$ cat src/rtl/ipsm_pkg.sv
package ipsm_pkg;

    localparam int MAX_WIDTH_DEF  = 4096;
    localparam int PIXEL_BITS_DEF = 16;

    // diagonal weight 1/sqrt2 in q16
    localparam int unsigned DIAG_WEIGHT_Q16 = 46341;

    localparam int WIDTH_CFG_BITS  = 13;
    localparam int HEIGHT_CFG_BITS = 16;
    localparam int SUM_BITS        = 64;
    localparam int TALLY_BITS      = 32;
    localparam int DIV_CNT_BITS    = 6;

    // register indexes
    localparam logic REG_WIDTH  = 1'b0;
    localparam logic REG_HEIGHT = 1'b1;

    typedef struct packed {
        logic rd;        // capture pixel, read line stores
        logic shift;     // shift window, write stores, step counters
        logic mul;       // difference sums and diagonal product
        logic add;       // accumulate
        logic div_init;  // load divider
        logic div_step;  // one quotient bit
        logic out_load;  // load result register, clear frame totals
    } t_cmd;

    typedef struct packed {
        logic frame_end;
        logic div_last;
        logic out_busy;
    } t_status;

endpackage

$ cat src/rtl/ipsm_ctrl.sv
module ipsm_ctrl (
    input  logic              i_clk,
    input  logic              i_rst_n,
    input  logic              i_in_valid,
    output logic              o_in_ready,
    input  ipsm_pkg::t_status i_status,
    output ipsm_pkg::t_cmd    o_cmd
);

    localparam logic [2:0] S_IDLE  = 3'd0;
    localparam logic [2:0] S_LOAD  = 3'd1;
    localparam logic [2:0] S_MUL   = 3'd2;
    localparam logic [2:0] S_ADD   = 3'd3;
    localparam logic [2:0] S_DINIT = 3'd4;
    localparam logic [2:0] S_DIV   = 3'd5;
    localparam logic [2:0] S_DONE  = 3'd6;

    logic [2:0] r_state;
    logic [2:0] n_state;

    always_ff @(posedge i_clk) begin
        if (!i_rst_n) begin
            r_state <= S_IDLE;
        end else begin
            r_state <= n_state;
        end
    end

    always_comb begin
        n_state    = r_state;
        o_cmd      = '0;
        o_in_ready = 1'b0;
        unique case (r_state)
            S_IDLE: begin
                o_in_ready = 1'b1;
                if (i_in_valid) begin
                    o_cmd.rd = 1'b1;
                    n_state  = S_LOAD;
                end
            end
            S_LOAD: begin
                o_cmd.shift = 1'b1;
                n_state     = S_MUL;
            end
            S_MUL: begin
                o_cmd.mul = 1'b1;
                n_state   = S_ADD;
            end
            S_ADD: begin
                o_cmd.add = 1'b1;
                n_state   = i_status.frame_end ? S_DINIT : S_IDLE;
            end
            S_DINIT: begin
                o_cmd.div_init = 1'b1;
                n_state        = S_DIV;
            end
            S_DIV: begin
                o_cmd.div_step = 1'b1;
                if (i_status.div_last) begin
                    n_state = S_DONE;
                end
            end
            S_DONE: begin
                if (!i_status.out_busy) begin
                    o_cmd.out_load = 1'b1;
                    n_state        = S_IDLE;
                end
            end
            default: begin
                n_state = S_IDLE;
            end
        endcase
    end

endmodule

$ cat config.mk
export PLATFORM = sky130hd
export DESIGN_NAME = ipsm_ctrl
export DESIGN_NICKNAME = d
export VERILOG_FILES = /design/src/rtl/ipsm_pkg.sv /design/src/rtl/ipsm_ctrl.sv
export SDC_FILE = /design/constraint.sdc
export NUM_CORES = 1
export LEC_CHECK = 0
export BUFFER_PORTS_ARGS = -buffer_cell sky130_fd_sc_hd__buf_2
export CAP_MARGIN = 10
export CORE_AREA = 10 10 47 49
export DETAILED_ROUTE_END_ITERATION = 6
export DIE_AREA = 0 0 57 59
export GPL_TIMING_DRIVEN = 0
export HOLD_SLACK_MARGIN = 0.03
export PLACE_DENSITY = 0.47
export SLEW_MARGIN = 10
export SYNTH_ARGS = -nofsm -noshare
export SYNTH_HDL_FRONTEND = slang
export SYNTH_SLANG_ARGS = --single-unit
export TNS_END_PERCENT = 1
$ cat constraint.sdc
create_clock -name i_clk -period 1.3 [get_ports i_clk]
set_input_delay 0.195 -clock i_clk [delete_from_list [all_inputs] [get_ports i_clk]]
set_output_delay 0.195 -clock i_clk [all_outputs]
set_load 0.01 [all_outputs]
# Yosys cells after proc, flatten, opt, wreduce, memory -nomap -nowiden
# Cells that the tools add are included.
[classes]
eq_ne = 9
muxes = 15
reduce_logical = 2
[op_table]
columns = ["operator", "n"]
rows = [
  ["$pmux 3 s7", 1],
  ["$mux 3", 4],
  ["$mux 1", 10],
  ["$eq 3x3->1 const B", 3],
  ["$eq 3x2->1 const B", 2],
  ["$ne 2x2->1 const B", 3],
  ["$eq 3x1->1 const B", 1],
  ["$logic_not 3->1", 1],
  ["$reduce_and 3->1", 1],
]
[word_totals]
regBits = 3
input_bits = 6
output_inout_bits = 8
wordCells = 27

# Longest topological paths before layout
# Gate-level depths: netlist of run 1.
[depth]
ltp_word = 3
mapped_depth = 4
ltp_nobuf = 3

# Least setup slack after synthesis of run 1
# No wires, ideal clock.
[synth_path]
path_kind = "register -> output"
from = "register r_state[0]"
to = "output port o_cmd[6] (netlist name)"
arrival_ns = 0.878
t_required_ns = 1.105
slack_ns = 0.227
path_stages_with_launch = 3
path_buffers = 0
path_cell_list = "dfxtp_1 nor3_2 and2_1"
[synth_lines]
columns = ["item", "line", "rtl"]
rows = [
  ["start, declared", "ipsm_ctrl.sv:18", "logic [2:0] r_state;"],
  ["start signal, assigned", "ipsm_ctrl.sv:25", "r_state <= n_state;"],
  ["end, declared", "ipsm_ctrl.sv:7", "output ipsm_pkg::t_cmd o_cmd"],
]

==> impl_metrics.py, run 1 <==
metrics = {
    "outcome": {
        "status": "completed",
    },
    "route": {
        "drt_iter0_drc": 1,
        "drc_errors": 0,
        "dr_total_vias": 264,
        "wl_um": 746,
        "drt_pre_antenna_iters": 2,
        "wl_per_cell_um": 11.7,
        "drt-vias-per-instance": 4.13,
        "ant_nets": 0,
    },
    "floorplan": {
        "die-area_sq_um": 3360,
        "die_h_um": 59,
        "die_width_um": 57,
        "initial_core_util_pct": 16.3,
        "io_pins": 14,
        "coreArea_sq_um": 1400,
        "rows": 14,
    },
    "place": {
        "io_buffer_count": 13,
        "dp.final_hpwl_um": 527,
        "post-place-ws_ns": 0.174,
        "place_congestion": 0.691,
    },
    "grt": {
        "grt_use_total_pct": 4.50,
        "grt_overflow": 0,
        "grt_first_pass_wirelength_mm": 1.13,
        "antenna_found_initial": 0,
        "grt_max_degree": 10,
        "first_global_vias": 267,
    },
    "finish": {
        "largest_reg_flops": 3,
        "multiInputGateArea_sq_um": 179,
        "n_fill_cell": 173,
        "utilization_pct": 27.6,
        "regArea_sq_um": 68.8,
        "areaGrowthSynthToFinish_pct": 68.9,
        "drive_gt1_share_pct": 58.3,
        "final_nets": 55,
        "diodes": 0,
        "final_common_cell": "buf_2",
        "top_regs": "r_state x3",
        "top_register": "r_state",
        "layout_common_cells": "buf_2, nor2_1, nand2b_4, inv_1, clkbuf_4",
    },
    "sta": {
        "period_share_pct": 97.3,
        "hold_violations": 0,
        "fin_crit_ns": 1.27,
        "slew_violations": 0,
        "report.final.setup_viol": 0,
        "rsz0062_at_grt": "yes",
        "worst_slack_ns": 0.0350,
        "slew_headroom_pct": 87.2,
        "tns_ns": 0,
        "fmax_mhz": 790,
        "finClkSkew_ns": 0.00762,
        "worst_slew_pin_slew_ns": 0.191,
    },
    "setup_path": {
        "critPathLaunch": "r_state[0]",
        "reg2reg_from": "r_state[1]",
        "arrival_ns": 1.07,
        "startpoint_type": "register",
        "critical_path_peak_fanout": 6,
        "path_class": "reg2out",
        "crit_path_end_kind": "output port",
        "worst_ep_required_time_ns": 1.11,
    },
    "logic_synthesis": {
        "syn-num-nets": 36,
        "postSynthAreaPerCell_sq_um": 7.63,
        "yosysUniqueCellTypes": 19,
        "yosysWarningCount": 0,
        "syn-instance-count": 30,
        "syn_area_sq_um": 229,
        "yosysSeqAreaShare_pct": 26.2,
        "ys_seq_elements": 3,
    },
    "hold_path": {
        "min_from": "i_rst_n",
        "worst_hold_path_type": "in2reg",
    },
    "flow_run": {
        "drv_cap": 0,
    },
    "clocking": {
        "htree_levels": 1,
        "insertion_delay_ns": 0.24,
        "cts_hold_buf": 0,
        "cts_buffer_depth": 2,
        "cts.sinks": 3,
        "cts.clk_slew.worst_paths_ns": 0.04,
        "numCtsBuffers": 3,
        "root_buffer": "clkbuf_4",
        "cts_tree": "built",
    },
    "pwr": {
        "ir_drop_mv": 0.340,
        "p_leak_nw": 0.184,
        "power_density_nw_per_um2": 1430,
    },
}
==> power breakdown <==
group	internal [mW]	leakage, nW	total [mW]	switching [mW]
combinational	0.123	0.142	0.230	0.106
sequential	0.115	0.0264	0.154	0.0384
clock	0.116	0.0150	0.171	0.0550
total	0.354	0.184	0.554	0.200
==> final cells by class <==
type                    instances  share of cell area (%)
clock buffers                   4                    6.80
plain buffers                   1                    2.91
well taps                      16                    5.18
inverters                       3                    2.91
multi-input cells              23                    46.3
flip-flops and latches          3                    17.8
repair buffers                 14                    18.1
==> stage by stage <==
step | std cells | total power [mW] | area (sq um) | hold WS (ns)
global route | 64 | 0.597 | 387 | 0.210
CTS | 63 | 0.525 | 350 | 0.192
floorplan | 30 | 0.270 | 229 | 0.313
finish | 64 | 0.554 | 387 | 0.198
detailed placement | 59 | 0.338 | 314 | 0.438
global placement | 59 | 0.337 | 314 | 0.440
==> critical path: stages, from the launching register on <==
cell,delay (ns)
dfxtp_4,0.37
nor3_4,0.20
and2_1,0.14
buf_2,0.12
==> worst paths after layout <==
check	slack (ns)	cells past startpoint	to
setup / recovery	0.03	3	o_cmd[6]
hold / removal	0.20	2	r_state[1]
hold reg to reg	0.58	2	r_state[0]
setup reg to reg	0.27	4	r_state[2]
==> cell families after synthesis <==
| family | after synthesis | share of synthesized area, % |
|---|---|---|
| AOI/OAI and AO/OA | 7 | 23.5 |
| buffers and inverters | 4 | 8.20 |
| and+or+nand+nor | 16 | 42.1 |
| DFF | 3 | 26.2 |
==> cells in the mapped netlist <==
master | instances | area share, %
nor3b_1 | 1 | 3.3
o21a_1 | 1 | 3.3
nor2_1 | 5 | 8.2
inv_1 | 3 | 4.9
nand2_1 | 1 | 1.6
o221ai_2 | 1 | 6.6
buf_4 | 1 | 3.3
nor3_1 | 1 | 2.2
nand2b_1 | 3 | 8.2
nor3_2 | 1 | 4.4
o21bai_1 | 1 | 3.3
nor2b_1 | 1 | 2.7
a21oi_1 | 2 | 4.4
dfxtp_1 | 3 | 26
a2bb2oi_1 | 1 | 3.8
and3_1 | 1 | 2.7
nand2b_4 | 1 | 6.0
o21ai_1 | 1 | 2.2
and2_1 | 1 | 2.7
==> metal layers <==
metal	up-vias	global-route usage, %	part of all wire [%]
li1	140	-	-
met1	114	5.24	48
met2	10	4.96	42
met3	0	2.79	9.4
met4	0	5.03	0
met5	-	0	0
==> timing repair <==
item,in CTS,in global routing
setup endpoints to repair,5,4
cloned,0,1
buffers inserted,0,0
endpoints found under the hold margin,0,0
pin swaps,0,0
resized for setup,3,8
Power figures use the tool's default switching activity.
==> inputs of run 2 (changes only) <==
Settings changed: BUFFER_PORTS_ARGS -buffer_cell sky130_fd_sc_hd__buf_2 to default, DONT_BUFFER_PORTS from default to 1, PLACE_DENSITY 0.47 to 0.38.
==> run 2 against run 1 <==
  * Power fell by 13%
  * Wire length fell by 16%
  * Via count fell by 18%
  * Maximum frequency rose by 1.5%
  * Worst setup slack improved by 0.019 ns
  * Clock power fell by 6%
  * Combinational power fell by 27%
  * Clock skew fell by 0.0065 ns
  * Critical path type unchanged
  * Sequential cell count did not move
  * Non-clock buffer count fell by 14
==> impl_metrics.py, run 2 (synthesized netlist as in run 1, its figures left out) <==
metrics = {
    "outcome": {
        "status": "completed",
    },
    "grt": {
        "grt_first_pass_wirelength_mm": 1.02,
        "grt_max_degree": 10,
        "grt_overflow": 0,
        "first_global_vias": 222,
        "antenna_found_initial": 0,
        "grt_use_total_pct": 4.15,
    },
    "route": {
        "drt_iter0_drc": 1,
        "wl_per_cell_um": 12.6,
        "drt-vias-per-instance": 4.34,
        "dr_total_vias": 217,
        "wl_um": 628,
        "ant_nets": 0,
        "drt_pre_antenna_iters": 2,
        "drc_errors": 0,
    },
    "place": {
        "place_congestion": 0.702,
        "dp.final_hpwl_um": 537,
        "io_buffer_count": 0,
    },
    "clocking": {
        "root_buffer": "clkbuf_4",
        "cts_tree": "built",
        "cts.clk_slew.worst_paths_ns": 0.04,
        "insertion_delay_ns": 0.23,
        "numCtsBuffers": 3,
        "cts_buffer_depth": 2,
        "cts.sinks": 3,
        "htree_levels": 1,
    },
    "sta": {
        "tns_ns": 0,
        "fin_crit_ns": 1.25,
        "worst_slew_pin_slew_ns": 0.241,
        "slew_headroom_pct": 83.8,
        "period_share_pct": 95.9,
        "rsz0062_at_grt": "no",
        "finClkSkew_ns": 0.00112,
        "report.final.setup_viol": 0,
        "fmax_mhz": 802,
        "slew_violations": 0,
        "hold_violations": 0,
        "timing.hold.ws_ns": 0.0782,
    },
    "pwr": {
        "ir_drop_mv": 0.539,
        "power_density_nw_per_um2": 1600,
        "p_leak_nw": 0.114,
    },
    "finish": {
        "final_common_cell": "nor2_1",
        "n_fill_cell": 160,
        "final_nets": 41,
        "top_register": "r_state",
        "top_regs": "r_state x3",
        "largest_reg_flops": 3,
        "drive_gt1_share_pct": 35.3,
        "areaGrowthSynthToFinish_pct": 31.1,
        "diodes": 0,
        "layout_common_cells": "nor2_1, inv_1, nand2b_1, clkbuf_4, dfxtp_4",
    },
    "setup_path": {
        "arrival_ns": 1.05,
        "crit_path_end_kind": "output port",
        "path_class": "reg2out",
        "startpoint_type": "register",
        "worst_ep_required_time_ns": 1.11,
        "ff2ff_path_depth": 3,
        "critical_path_peak_fanout": 5,
    },
    "flow_run": {
        "drv_cap": 0,
    },
    "floorplan": {
        "coreArea_sq_um": 1400,
        "rows": 14,
        "die_h_um": 59,
        "die-area_sq_um": 3360,
        "initial_core_util_pct": 16.3,
        "io_pins": 14,
        "die_width_um": 57,
    },
    "hold_path": {
        "hold_depth": 1,
        "worst_hold_path_type": "in2reg",
    },
}
## run 2: path summary, 6_finish.rpt
kind / to / startpoint / slack [ns]
worst max register to register: r_state[2] / r_state[1] / 0.29
worst min-delay path: r_state[1] / i_rst_n / 0.08
worst min register to register: r_state[0] / r_state[2] / 0.61
worst max-delay path: o_cmd[6] / r_state[0] / 0.05
## run 2: what timing repair did
item	4_1_cts	5_1_grt
hold buffers	0	0
gates resized for setup	7	2
pin swaps	3	3
setup endpoints to repair	4	3
setup buffers	0	1
## run 2: stage by stage
step	power, mW	instances	setup slack (ns)	instance area, sq um	util, %
6_report	0.481	50	0.0538	300	21.4
5_1_grt	0.521	50	0.00283	300	21.4
4_1_cts	0.486	49	0.00284	288	20.5
3_5_place_dp	0.299	46	0.132	249	17.8
3_3_place_gp	0.296	46	0.131	249	17.8
2_1_floorplan	0.270	30	0.227	229	-
## run 2: area by class of cell
cell class	instances	area, sq um	area share [%]
multi-input combinational	23	164	54.6
clock buffer	4	26.3	8.75
inverter	3	11.3	3.75
sequential	3	71.3	23.8
tap	16	20.0	6.67
timing repair buffer	1	7.51	2.50
## run 2: metal layers
metal / GRT usage (%) / part of all wire, %
met1: 4.28 / 42
met2: 4.50 / 39
met3: 3.43 / 17
met4: 5.03 / 2.2
met5: 0 / 0
## run 2: critical path: stages, from the launching register on
cell	delay, ns
dfxtp_4	0.35
nor3_4	0.27
and2_4	0.20
## run 2: where the power goes
part	switching, mW	leakage [nW]	internal, mW
sequential	0.0377	0.0267	0.116
clock	0.0456	0.0150	0.115
combinational	0.0853	0.0728	0.0814
